===== src/rtl/core/ufc_pkg.sv =====
package ufc_pkg;

  // Default geometry of the concealer.
  localparam int FADE_FRAMES_DEF = 96;
  localparam int SAMPLE_BITS_DEF = 24;

  // Gains are Q1.16: unity is 65536 and needs seventeen bits.
  localparam int GAIN_FRAC = 16;
  localparam int GAIN_W    = GAIN_FRAC + 1;
  localparam logic [GAIN_W-1:0] GAIN_ONE  = GAIN_W'(65536);
  localparam logic [GAIN_W-1:0] GAIN_ZERO = '0;

  // Pi in Q30, used to build the fade curve at elaboration.
  localparam logic [63:0] PI_Q30 = 64'd3373259426;

endpackage


===== src/rtl/core/ufc_in_if.sv =====
interface ufc_in_if #(
  parameter int SAMPLE_BITS = ufc_pkg::SAMPLE_BITS_DEF
);

  logic                          valid;
  logic                          ready;
  logic                          sample_valid;
  logic signed [SAMPLE_BITS-1:0] left_in;
  logic signed [SAMPLE_BITS-1:0] right_in;

  modport source (output valid, output sample_valid, output left_in, output right_in,
                  input ready);
  modport sink (input valid, input sample_valid, input left_in, input right_in,
                output ready);

endinterface


===== src/rtl/core/ufc_out_if.sv =====
interface ufc_out_if #(
  parameter int SAMPLE_BITS = ufc_pkg::SAMPLE_BITS_DEF
);

  logic                          valid;
  logic                          ready;
  logic signed [SAMPLE_BITS-1:0] left_out;
  logic signed [SAMPLE_BITS-1:0] right_out;

  modport source (output valid, output left_out, output right_out, input ready);
  modport sink (input valid, input left_out, input right_out, output ready);

endinterface


===== src/rtl/core/ufc_gain_mul.sv =====
module ufc_gain_mul #(
  parameter int SAMPLE_BITS = ufc_pkg::SAMPLE_BITS_DEF
) (
  input  logic signed [SAMPLE_BITS-1:0]      sample_i,
  input  logic        [ufc_pkg::GAIN_W-1:0]  gain_i,
  output logic signed [SAMPLE_BITS-1:0]      scaled_o
);

  localparam int PROD_W = SAMPLE_BITS + ufc_pkg::GAIN_W + 1;

  logic signed [PROD_W-1:0]          prod;
  logic signed [ufc_pkg::GAIN_W:0]   gain_s;

  // Gain is unsigned, so it gets a zero sign bit before the signed multiply.
  assign gain_s = $signed({1'b0, gain_i});
  assign prod   = PROD_W'(sample_i) * PROD_W'(gain_s);

  // The arithmetic drop of the fraction bits rounds towards minus infinity.
  // A gain of at most one keeps the result inside the sample range.
  assign scaled_o = prod[SAMPLE_BITS+ufc_pkg::GAIN_FRAC-1:ufc_pkg::GAIN_FRAC];

endmodule


===== src/rtl/core/underrun_fade_concealer.sv =====
// Underrun fade concealer for a stereo stream, one frame per item.
// The input channel carries sample_valid with the left and right samples;
// sample_valid low marks a frame the buffer could not supply. The output
// channel carries one faded left/right pair for every input item, in order.
// A supplied frame after an underrun starts a raised-cosine fade-in over
// FADE_FRAMES frames; the first missing frame anchors the last output pair
// and fades it down to zero over FADE_FRAMES frames, where it stays.
// An accepted item is held in the gain-select register, then moves on to
// the result register, which drives the output channel.
// Throughput: one item per cycle while the receiver keeps up, since the gain
// register refills in the same cycle as it hands its item to the result.
// Reset clears the underrun and fade-in state, parks both fade indices at
// their end, and zeroes the anchor and held pairs, so an underrun straight
// after reset gives silence. When the receiver stalls, the result register
// holds its item, the gain register takes one more, and then ready drops.
module underrun_fade_concealer #(
  parameter int FADE_FRAMES = ufc_pkg::FADE_FRAMES_DEF,
  parameter int SAMPLE_BITS = ufc_pkg::SAMPLE_BITS_DEF
) (
  input  logic        clk_i,
  input  logic        rst_ni,
  ufc_in_if.sink      in_i,
  ufc_out_if.source   out_o
);

  localparam int IDX_W     = $clog2(FADE_FRAMES + 1);
  localparam int ROM_AW    = (FADE_FRAMES > 1) ? $clog2(FADE_FRAMES) : 1;
  localparam int ANGLE_DIV = 2 * FADE_FRAMES;
  localparam logic [IDX_W-1:0] FADE_LAST = IDX_W'(FADE_FRAMES);

  // Curve point k in Q1.16: sine squared of the angle, by a Taylor series.
  function automatic logic [ufc_pkg::GAIN_W-1:0] fade_gain(input int k);
    logic        [63:0] x;
    logic        [63:0] x2;
    logic        [63:0] t;
    logic signed [63:0] s;
    logic        [63:0] g;
    x  = (ufc_pkg::PI_Q30 * 64'(k + 1)) / ANGLE_DIV;
    x2 = (x * x) >> 30;
    s  = $signed(x);
    t  = ((x * x2) >> 30) / 6;
    s  = s - $signed(t);
    t  = ((t * x2) >> 30) / 20;
    s  = s + $signed(t);
    t  = ((t * x2) >> 30) / 42;
    s  = s - $signed(t);
    t  = ((t * x2) >> 30) / 72;
    s  = s + $signed(t);
    t  = ((t * x2) >> 30) / 110;
    s  = s - $signed(t);
    t  = ((t * x2) >> 30) / 156;
    s  = s + $signed(t);
    t  = ((t * x2) >> 30) / 210;
    s  = s - $signed(t);
    if (s < 0) begin
      s = '0;
    end
    g = (64'(s) * 64'(s) + (64'd1 << 43)) >> 44;
    if (g > 64'(ufc_pkg::GAIN_ONE)) begin
      g = 64'(ufc_pkg::GAIN_ONE);
    end
    return g[ufc_pkg::GAIN_W-1:0];
  endfunction

  // Constant fade curve, one entry per frame of the fade.
  logic [ufc_pkg::GAIN_W-1:0] curve_rom [FADE_FRAMES];

  for (genvar g = 0; g < FADE_FRAMES; g++) begin : g_rom
    assign curve_rom[g] = fade_gain(g);
  end

  // Fade state, updated as each item is accepted.
  logic             underrun_q, underrun_d;
  logic             rec_active_q, rec_active_d;
  logic [IDX_W-1:0] rec_idx_q, rec_idx_d;
  logic [IDX_W-1:0] fade_idx_q, fade_idx_d;

  // Gain-select register.
  logic                          s1_vld_q;
  logic                          s1_frame_q;
  logic                          s1_start_q;
  logic [ufc_pkg::GAIN_W-1:0]    s1_gain_q;
  logic signed [SAMPLE_BITS-1:0] s1_left_q;
  logic signed [SAMPLE_BITS-1:0] s1_right_q;

  // Result register and the pairs kept for fade-out.
  logic                          out_vld_q;
  logic signed [SAMPLE_BITS-1:0] out_left_q;
  logic signed [SAMPLE_BITS-1:0] out_right_q;
  logic signed [SAMPLE_BITS-1:0] held_l_q;
  logic signed [SAMPLE_BITS-1:0] held_r_q;
  logic signed [SAMPLE_BITS-1:0] anchor_l_q;
  logic signed [SAMPLE_BITS-1:0] anchor_r_q;

  logic                          in_acc;
  logic                          out_load;
  logic                          start_fade;
  logic [IDX_W-1:0]              idx_sel;
  logic [IDX_W-1:0]              lut_idx;
  logic [ufc_pkg::GAIN_W-1:0]    curve_val;
  logic [ufc_pkg::GAIN_W-1:0]    gain_d;
  logic signed [SAMPLE_BITS-1:0] op_l;
  logic signed [SAMPLE_BITS-1:0] op_r;
  logic signed [SAMPLE_BITS-1:0] res_l;
  logic signed [SAMPLE_BITS-1:0] res_r;

  // Handshake: the gain register moves on whenever the result register frees.
  assign out_load   = s1_vld_q && (!out_vld_q || out_o.ready);
  assign in_i.ready = !s1_vld_q || out_load;
  assign in_acc     = in_i.valid && in_i.ready;

  // Index of the curve entry this item would use, before the range check.
  always_comb begin
    start_fade = !underrun_q;
    if (in_i.sample_valid) begin
      idx_sel = underrun_q ? '0 : rec_idx_q;
    end else begin
      idx_sel = start_fade ? '0 : fade_idx_q;
    end
  end

  assign lut_idx   = idx_sel;
  assign curve_val = curve_rom[lut_idx[ROM_AW-1:0]];

  // Next fade state and the gain for this item.
  always_comb begin
    underrun_d   = underrun_q;
    rec_active_d = rec_active_q;
    rec_idx_d    = rec_idx_q;
    fade_idx_d   = fade_idx_q;
    gain_d       = ufc_pkg::GAIN_ONE;
    if (in_i.sample_valid) begin
      underrun_d   = 1'b0;
      rec_active_d = underrun_q || rec_active_q;
      rec_idx_d    = idx_sel;
      if (underrun_q || rec_active_q) begin
        if (idx_sel < FADE_LAST) begin
          gain_d    = curve_val;
          rec_idx_d = idx_sel + IDX_W'(1);
        end else begin
          rec_active_d = 1'b0;
        end
      end
    end else begin
      underrun_d   = 1'b1;
      rec_active_d = 1'b0;
      fade_idx_d   = idx_sel;
      if (idx_sel < FADE_LAST) begin
        gain_d     = ufc_pkg::GAIN_ONE - curve_val;
        fade_idx_d = idx_sel + IDX_W'(1);
      end else begin
        gain_d = ufc_pkg::GAIN_ZERO;
      end
    end
  end

  // Fade state registers.
  always_ff @(posedge clk_i or negedge rst_ni) begin
    if (!rst_ni) begin
      underrun_q   <= 1'b0;
      rec_active_q <= 1'b0;
      rec_idx_q    <= FADE_LAST;
      fade_idx_q   <= FADE_LAST;
    end else if (in_acc) begin
      underrun_q   <= underrun_d;
      rec_active_q <= rec_active_d;
      rec_idx_q    <= rec_idx_d;
      fade_idx_q   <= fade_idx_d;
    end
  end

  // Gain-select register: control part.
  always_ff @(posedge clk_i or negedge rst_ni) begin
    if (!rst_ni) begin
      s1_vld_q <= 1'b0;
    end else if (in_acc) begin
      s1_vld_q <= 1'b1;
    end else if (out_load) begin
      s1_vld_q <= 1'b0;
    end
  end

  // Gain-select register: payload part.
  always_ff @(posedge clk_i) begin
    if (in_acc) begin
      s1_frame_q <= in_i.sample_valid;
      s1_start_q <= start_fade;
      s1_gain_q  <= gain_d;
      s1_left_q  <= in_i.left_in;
      s1_right_q <= in_i.right_in;
    end
  end

  // A missing frame scales the anchor; the first one takes the held pair.
  always_comb begin
    if (s1_frame_q) begin
      op_l = s1_left_q;
      op_r = s1_right_q;
    end else if (s1_start_q) begin
      op_l = held_l_q;
      op_r = held_r_q;
    end else begin
      op_l = anchor_l_q;
      op_r = anchor_r_q;
    end
  end

  ufc_gain_mul #(
    .SAMPLE_BITS (SAMPLE_BITS)
  ) u_mul_l (
    .sample_i (op_l),
    .gain_i   (s1_gain_q),
    .scaled_o (res_l)
  );

  ufc_gain_mul #(
    .SAMPLE_BITS (SAMPLE_BITS)
  ) u_mul_r (
    .sample_i (op_r),
    .gain_i   (s1_gain_q),
    .scaled_o (res_r)
  );

  // Held and anchor pairs follow the items leaving the gain register.
  always_ff @(posedge clk_i or negedge rst_ni) begin
    if (!rst_ni) begin
      held_l_q   <= '0;
      held_r_q   <= '0;
      anchor_l_q <= '0;
      anchor_r_q <= '0;
    end else if (out_load) begin
      if (s1_frame_q) begin
        held_l_q <= res_l;
        held_r_q <= res_r;
      end else if (s1_start_q) begin
        anchor_l_q <= held_l_q;
        anchor_r_q <= held_r_q;
      end
    end
  end

  // Result register: control part.
  always_ff @(posedge clk_i or negedge rst_ni) begin
    if (!rst_ni) begin
      out_vld_q <= 1'b0;
    end else if (out_load) begin
      out_vld_q <= 1'b1;
    end else if (out_o.ready) begin
      out_vld_q <= 1'b0;
    end
  end

  // Result register: payload part.
  always_ff @(posedge clk_i) begin
    if (out_load) begin
      out_left_q  <= res_l;
      out_right_q <= res_r;
    end
  end

  assign out_o.valid     = out_vld_q;
  assign out_o.left_out  = out_left_q;
  assign out_o.right_out = out_right_q;

  // Once the fade-out has run its course, further missing frames are silent.
  a_fade_floor : assert property (@(posedge clk_i) disable iff (!rst_ni)
    in_acc && !in_i.sample_valid && underrun_q && (fade_idx_q == FADE_LAST)
    |=> (s1_gain_q == ufc_pkg::GAIN_ZERO))
    else $error("gain not zero after a completed fade-out");

  // A fade-in cannot be running during an underrun.
  a_rec_vs_underrun : assert property (@(posedge clk_i) disable iff (!rst_ni)
    rec_active_q |-> !underrun_q)
    else $error("fade-in active while in underrun");

  // Both fade indices stay within the curve length.
  a_idx_range : assert property (@(posedge clk_i) disable iff (!rst_ni)
    (rec_idx_q <= FADE_LAST) && (fade_idx_q <= FADE_LAST))
    else $error("fade index beyond curve length");

  // A supplied frame leaves its output pair in the held registers.
  a_held_tracks_out : assert property (@(posedge clk_i) disable iff (!rst_ni)
    out_load && s1_frame_q
    |=> (held_l_q == out_o.left_out) && (held_r_q == out_o.right_out))
    else $error("held pair differs from last supplied output");

endmodule


===== src/flat_wrapper.sv =====
// flat-port wrapper written by rule: the top's interface ports become plain ports
module underrun_fade_concealer_flat 
#(
  parameter int FADE_FRAMES = ufc_pkg::FADE_FRAMES_DEF,
  parameter int SAMPLE_BITS = ufc_pkg::SAMPLE_BITS_DEF
)
  (clk_i, rst_ni, in_i_valid, in_i_sample_valid, in_i_left_in, in_i_right_in, in_i_ready, out_o_valid, out_o_left_out, out_o_right_out, out_o_ready);
  ufc_in_if #(.SAMPLE_BITS(SAMPLE_BITS)) in_i_i ();
  ufc_out_if #(.SAMPLE_BITS(SAMPLE_BITS)) out_o_i ();
  input  logic clk_i;
  input  logic rst_ni;
  input wire logic [$bits(in_i_i.valid)-1:0] in_i_valid;
  input wire logic [$bits(in_i_i.sample_valid)-1:0] in_i_sample_valid;
  input wire logic [$bits(in_i_i.left_in)-1:0] in_i_left_in;
  input wire logic [$bits(in_i_i.right_in)-1:0] in_i_right_in;
  output wire logic [$bits(in_i_i.ready)-1:0] in_i_ready;
  output wire logic [$bits(out_o_i.valid)-1:0] out_o_valid;
  output wire logic [$bits(out_o_i.left_out)-1:0] out_o_left_out;
  output wire logic [$bits(out_o_i.right_out)-1:0] out_o_right_out;
  input wire logic [$bits(out_o_i.ready)-1:0] out_o_ready;
  assign in_i_i.valid = in_i_valid;
  assign in_i_i.sample_valid = in_i_sample_valid;
  assign in_i_i.left_in = in_i_left_in;
  assign in_i_i.right_in = in_i_right_in;
  assign in_i_ready = in_i_i.ready;
  assign out_o_valid = out_o_i.valid;
  assign out_o_left_out = out_o_i.left_out;
  assign out_o_right_out = out_o_i.right_out;
  assign out_o_i.ready = out_o_ready;
  underrun_fade_concealer #(.FADE_FRAMES(FADE_FRAMES), .SAMPLE_BITS(SAMPLE_BITS)) u_core (.clk_i(clk_i), .rst_ni(rst_ni), .in_i(in_i_i), .out_o(out_o_i));
endmodule

===== config.mk =====
export PLATFORM = sky130hd
export DESIGN_NAME = underrun_fade_concealer_flat
export DESIGN_NICKNAME = d
export VERILOG_FILES = /design/src/rtl/core/ufc_pkg.sv /design/src/rtl/core/ufc_in_if.sv /design/src/rtl/core/ufc_out_if.sv /design/src/rtl/core/ufc_gain_mul.sv /design/src/rtl/core/underrun_fade_concealer.sv /design/src/flat_wrapper.sv
export SDC_FILE = /design/constraint.sdc
export NUM_CORES = 2
export LEC_CHECK = 0
export BUFFER_PORTS_ARGS = -buffer_cell sky130_fd_sc_hd__buf_4
export CAP_MARGIN = 20
export CORE_MARGIN = 2
export CORE_UTILIZATION = 40
export CTS_BUF_LIST = sky130_fd_sc_hd__clkbuf_4 sky130_fd_sc_hd__clkbuf_8
export DETAILED_ROUTE_END_ITERATION = 6
export PLACE_DENSITY = 0.67
export SYNTH_ARGS = -nofsm -noshare
export SYNTH_HDL_FRONTEND = slang
export SYNTH_SLANG_ARGS = --single-unit

===== constraint.sdc =====
create_clock -name clk_i -period 7.3 [get_ports clk_i]
set_input_delay 1.095 -clock clk_i [delete_from_list [all_inputs] [get_ports clk_i]]
set_output_delay 1.095 -clock clk_i [all_outputs]
set_load 0.01 [all_outputs]

# ---- Yosys cells after proc, flatten, opt, wreduce, memory -nomap -nowiden
# Memory sizes are Yosys's and may differ from the RTL's.
# Index checks and enable logic that the tools add are counted.
# Widths: inputs -> output; s select.
dict set report totals {
  regBits 229
  romBits 2176
  input_bits 53
  output_inout_bits 50
  word_cells 64
  mem_count 1
}
# memory words width read_ports rd_ports_with_merged_regs wr line
set memory_table {}
lappend memory_table {{(no name shown)} 128 17 1 0 0 underrun_fade_concealer.sv:123} ;# assign curve_val = curve_rom[lut_idx[ROM_AW-1:0]];
dict set report classes {
  n_addsub 2
  multipliers 2
  n_lt_le_gt_ge 2
  mux 23
  n_bitwise 3
  reduce_logical 14
}
# operator n
set op_table {}
lappend op_table {{$mux 17} 6}
lappend op_table {{$mux 24} 4}
lappend op_table {{$mul 24x18->40} 2}
lappend op_table {{$mux 7} 5}
lappend op_table {{$sub 17x17->17 const A} 1}
lappend op_table {{$ge 8x8->1 const B} 1}
lappend op_table {{$mux 1} 8}
lappend op_table {{$not 7->8} 1}
lappend op_table {{$reduce_and 2->1} 4}
lappend op_table {{$add 7x1->7 const B} 1}
lappend op_table {{$lt 7x7->1 const B} 1}
lappend op_table {{$reduce_bool 2->1} 2}
lappend op_table {{$logic_not 1->1} 3}
lappend op_table {{$logic_or 1x1->1} 3}
lappend op_table {{$logic_and 1x1->1} 2}
lappend op_table {{$not 1->1} 2}

# ---- Longest topological paths before layout
dict set report depth {
  depth_word 9
  ltp_mapped 30
  mapped_depth_nobuf 26
}

# ---- Modules after synthesis
# Synthesis repeated with hierarchy kept, for this count alone.
dict set report unflattened {
  cells_unflattened 4236
  hier_area_um2 40645.2
}
# mod n_inst cells_each area_per_inst_um2 seq_area_each_um2
set by_module_without_submodules {}
lappend by_module_without_submodules {{ufc_gain_mul at u_core.u_mul_r} 1 1581 14068.5 0.0}
lappend by_module_without_submodules {{ufc_gain_mul at u_core.u_mul_l} 1 1546 13894.6 0.0}
lappend by_module_without_submodules {underrun_fade_concealer 1 1109 12682.2 6311.1}

# ---- Worst setup path after synthesis
# Ideal clock, no wire load.
dict set report synth_timing {
  kind {register to register}
  from {register u_core.s1_start_q}
  to {register u_core.held_l_q[21]}
  arrival_time_ps 7691
  t_required_ps 7175
  slack_ps -516
  path_stages_with_launch 28
  n_path_buf 5
  synth_period_minus_slack_ps 7816
  path_cell_list {edfxtp_1 > clkbuf_1 > buf_1 > clkbuf_1 > buf_2 > mux2i_1 > o21ai_1 > clkbuf_1 > nand2_1 > fa_1 > fa_1 > fa_1 > inv_1 > fa_1 > fa_1 > inv_1 > fa_1 > inv_1 > ha_1 > a21o_1 > a21oi_1 > o22ai_1 > or3_1 > o22ai_1 > o311ai_0 > a21oi_1 > xnor2_1 > mux2_2}
}
dict set report synth_via {
  elab_chain_cells 3
}
# item line
set synth_rtl {}
lappend synth_rtl {{start: declaration} underrun_fade_concealer.sv:81} ;# logic s1_start_q;
lappend synth_rtl {{start signal: assignment} underrun_fade_concealer.sv:187} ;# s1_start_q <= start_fade;
lappend synth_rtl {{$mux 24} n/a}
lappend synth_rtl {{$mux 24} underrun_fade_concealer.sv:196} ;# if (s1_frame_q) begin
lappend synth_rtl {{$mul 24x18->40} ufc_gain_mul.sv:16} ;# assign prod = PROD_W'(sample_i) * PROD_W'(gain_s);
lappend synth_rtl {{via u_core.res_l[21]} underrun_fade_concealer.sv:104} ;# logic signed [SAMPLE_BITS-1:0] res_l;
lappend synth_rtl {{end signal: assignment} underrun_fade_concealer.sv:233} ;# held_l_q <= res_l;
lappend synth_rtl {{end: declaration} underrun_fade_concealer.sv:90} ;# logic signed [SAMPLE_BITS-1:0] held_l_q;
# The timed path passes the listed nets, and every way through them passes these cells.
# A chain may end at the register's enable or synchronous reset.

# ---- Worst setup path after layout
dict set report layout_timing {
  from {register u_core.s1_start_q}
  to {register u_core.out_right_q[23], in the netlist u_core.out_o.right_out[23] (data pin)}
}
dict set report layout_via {
  elab_chain_cells 3
}
# item line
set layout_rtl {}
lappend layout_rtl {{$mux 24} n/a}
lappend layout_rtl {{$mux 24} underrun_fade_concealer.sv:196}
lappend layout_rtl {{$mul 24x18->40} ufc_gain_mul.sv:16}
lappend layout_rtl {{via u_core.res_r[23]} underrun_fade_concealer.sv:105} ;# logic signed [SAMPLE_BITS-1:0] res_r;
lappend layout_rtl {{end signal: assignment} underrun_fade_concealer.sv:257} ;# out_right_q <= res_r;
lappend layout_rtl {{end: declaration} underrun_fade_concealer.sv:89} ;# logic signed [SAMPLE_BITS-1:0] out_right_q;
# The timed path passes the listed nets, and every way through them passes these cells.

==> results.json <==
{
  "whs_ps": 410,
  "grt_first_pass_wirelength_microns": 181000,
  "holdBufCountCts": 0,
  "yosys_warnings": 0,
  "synthTopCellsByCount": "inv_1, fa_1, nand2_1",
  "yosysTopAreaCellShare_pct": 38.4,
  "worst_slew_pin_slew_ps": 957,
  "ys_types": 101,
  "synth_mux_area_share_pct": 4.06,
  "synth_top_family_by_area": "adder cells",
  "maxCapViolations": 0,
  "coreArea_sq_um": 100000,
  "async_reset_ff_share_pct": 49.8,
  "critPathCaptureType": "flop",
  "finalMaxSlewViolations": 0,
  "final_nets": 5385,
  "placedCellCount": 5593,
  "instances_no_fill": 5685,
  "fmax_mhz": 142,
  "cts.path.max_buffers": 3,
  "synth_edf_count": 115,
  "drcViolationCount": 0,
  "final_util_pct": 44.7,
  "wl_microns": 113000,
  "path_clk_slew_ps": 60,
  "cts_root_buffer": "clkbuf_8",
  "clock_latency_ps": 690,
  "grt_overflow": 0,
  "yosys.area_share.simple_pct": 14.9,
  "setup_viol": 0,
  "finalHoldViolCount": 0,
  "synth-main-ff-cell": "edfxtp_1",
  "io_buffers": 102,
  "cts_max_level": 2,
  "grt_pass1_vias": 32100,
  "ff2ff_setup_slack_ps": 240,
  "grt_usage_pct": 22.4,
  "cts_sinks": 229,
  "fp-row-count": 116,
  "setup.worst_path.start_class": "flop",
  "ys_seq_area_share_pct": 15.6,
  "regToRegStartpoint": "u_core.s1_start_q",
  "cts_tree": "built",
  "cts_buffers": 44,
  "critical_path_class": "flop to flop",
  "arrival_ps": 7450,
  "yosysTopAreaCell": "fa_1",
  "reg2reg_to": "u_core.out_o.right_out[23]",
  "ff2ff_path_depth": 27,
  "synth.most_common_cell": "inv_1",
  "first_pass_iters": 6,
  "syn-instance-count": 4251,
  "drt_iter0_drc": 2270,
  "areaGrowthSynthToFinish_pct": 10.6,
  "antenna_found_initial": 3,
  "crit_fanout": 17,
  "ant_nets": 0,
  "routabilityCongestion": 0.951,
  "outcome": "finished, final reports clean",
  "grt_start_max_net_pins": 66,
  "dpl.hpwl_microns": 87000,
  "top_level_ports": 103,
  "slew_headroom_pct": 36.2,
  "final.period_utilization_pct": 96.7,
  "routedWlPerCell_microns": 19.9,
  "synth_fp_nets": 5287,
  "synth-compound-area-share_pct": 7.25,
  "synthAdderAreaFrac_pct": 44.9,
  "avgSynthCellArea_sq_um": 9.50,
  "fp.dieH_microns": 322,
  "ys_ff_latch": 229,
  "dieArea_sq_um": 103000,
  "clock_skew_ps": 66.5,
  "hold_path.class": "primary input to async pin",
  "fp.dieW_microns": 322,
  "vias": 29900,
  "initial_core_util_pct": 40.4,
  "min_period_ps": 7060,
  "drive_gt1_share_pct": 12.4,
  "synth_xor_area_share_pct": 1.82,
  "synth_top_cells_by_area": "fa_1, inv_1, edfxtp_1",
  "required_ps": 7690,
  "syn-cell-area_sq_um": 40400,
  "routed_via_density": 5.26
}
[logic make-up after synthesis]
group	Yosys count
buf+inv	1168
compound gates	437
fa+ha+maj	983
xor+xnor	84
simple gates	1198
mux	152
flops	229
[critical path, cell delays in order, from the launching register on]
cell       delay [ps]
edfxtp_1          340
buf_6             190
buf_6             190
mux2i_1           190
o21ai_0            80
buf_4             210
and2_1            200
fa_1              550
inv_1              60
fa_1              540
inv_1              50
fa_1              540
fa_1              440
fa_1              490
inv_1              50
fa_1              470
inv_1              40
ha_1              340
a21oi_1           160
nand2_1            80
a211oi_2          340
o21ai_2           120
o2111ai_1         200
buf_4             180
o21a_1            150
o21ai_2           110
o41ai_2           400
nor2_1             90
[how the worst max path moves through the flow]
stage               slack (ps)                          to              start
global placement           -70  u_core.out_o.right_out[23]  u_core.s1_start_q
detailed placement        -250         u_core.held_l_q[23]  u_core.s1_start_q
floorplan                    2  u_core.out_o.right_out[23]  u_core.s1_start_q
CTS                          2         u_core.held_l_q[18]  u_core.s1_start_q
finish                     240  u_core.out_o.right_out[23]  u_core.s1_start_q
global route               -30         u_core.held_l_q[21]  u_core.s1_frame_q
[flip-flops by register name (all words and copies together), names as in the netlist, 17 cells and up]
signal	cells
u_core.anchor_r_q	24
u_core.held_r_q	24
u_core.s1_right_q	24
u_core.s1_left_q	24
u_core.anchor_l_q	24
u_core.held_l_q	24
u_core.out_o.right_out	24
u_core.out_o.left_out	24
u_core.s1_gain_q	17
[cell type report]
cell class | count | area (sq um)
Antenna cell | 2 | 5.00
Multi-Input combinational cell | 2854 | 29700
Fill cell | 9410 | 55300
Timing Repair Buffer | 283 | 2480
Tap cell | 1298 | 1620
Sequential cell | 229 | 6310
Clock buffer | 62 | 791
Inverter | 937 | 3520
Clock inverter | 20 | 260
[placed cells by master, fill, tap and decap left out, drive strengths merged, types with 9 or more instances in the layout]
cell type	netlist	routed
a211o	10	10
a211oi	17	17
a21o	21	21
a21oi	89	89
a31oi	20	20
and2	361	361
and3	10	10
buf	59	281
clkbuf	172	64
clkinv	1	16
dfrtp	110	110
edfxtp	115	115
fa	774	774
ha	209	209
inv	936	936
mux2	95	95
mux2i	57	57
nand2	564	564
nand2b	20	20
nand3	30	30
nand3b	13	13
nand4	14	14
nor2	82	82
nor2b	28	28
nor3	26	26
nor4	9	9
o211ai	20	20
o21a	12	12
o21ai	124	124
o221ai	9	9
o22ai	16	16
o311ai	12	12
o31ai	10	10
xnor2	57	57
xor2	27	27
[per-stage QoR]
stage          TNS [ps]  worst slack (ps)  instance area (sq um)
4_1_cts               0              1.78                  44300
5_1_grt           -65.0             -30.2                  44700
2_1_floorplan         0              1.96                  40400
3_5_place_dp       -964              -246                  43200
3_3_place_gp       -165             -74.1                  43200
6_report              0               239                  44700
[layer usage]
| metal | track usage [%] | vias up | part of all wire (%) |
|---|---|---|---|
| li1 | - | 13200 | - |
| met1 | 30.2 | 15400 | 42 |
| met2 | 37.1 | 1050 | 48 |
| met3 | 3.05 | 243 | 6.6 |
| met4 | 7.82 | 4 | 3.7 |
| met5 | 0 | - | 0.023 |
[repair_timing]
action | CTS | global route
gates cloned | 0 | 2
resized for setup | 8 | 61
pin swaps | 0 | 5
buffers inserted | 0 | 6
setup endpoints to repair | 16 | 65
Power is not shown: default switching activity piles up to over one toggle a cycle in this logic, so the estimate is an artifact.
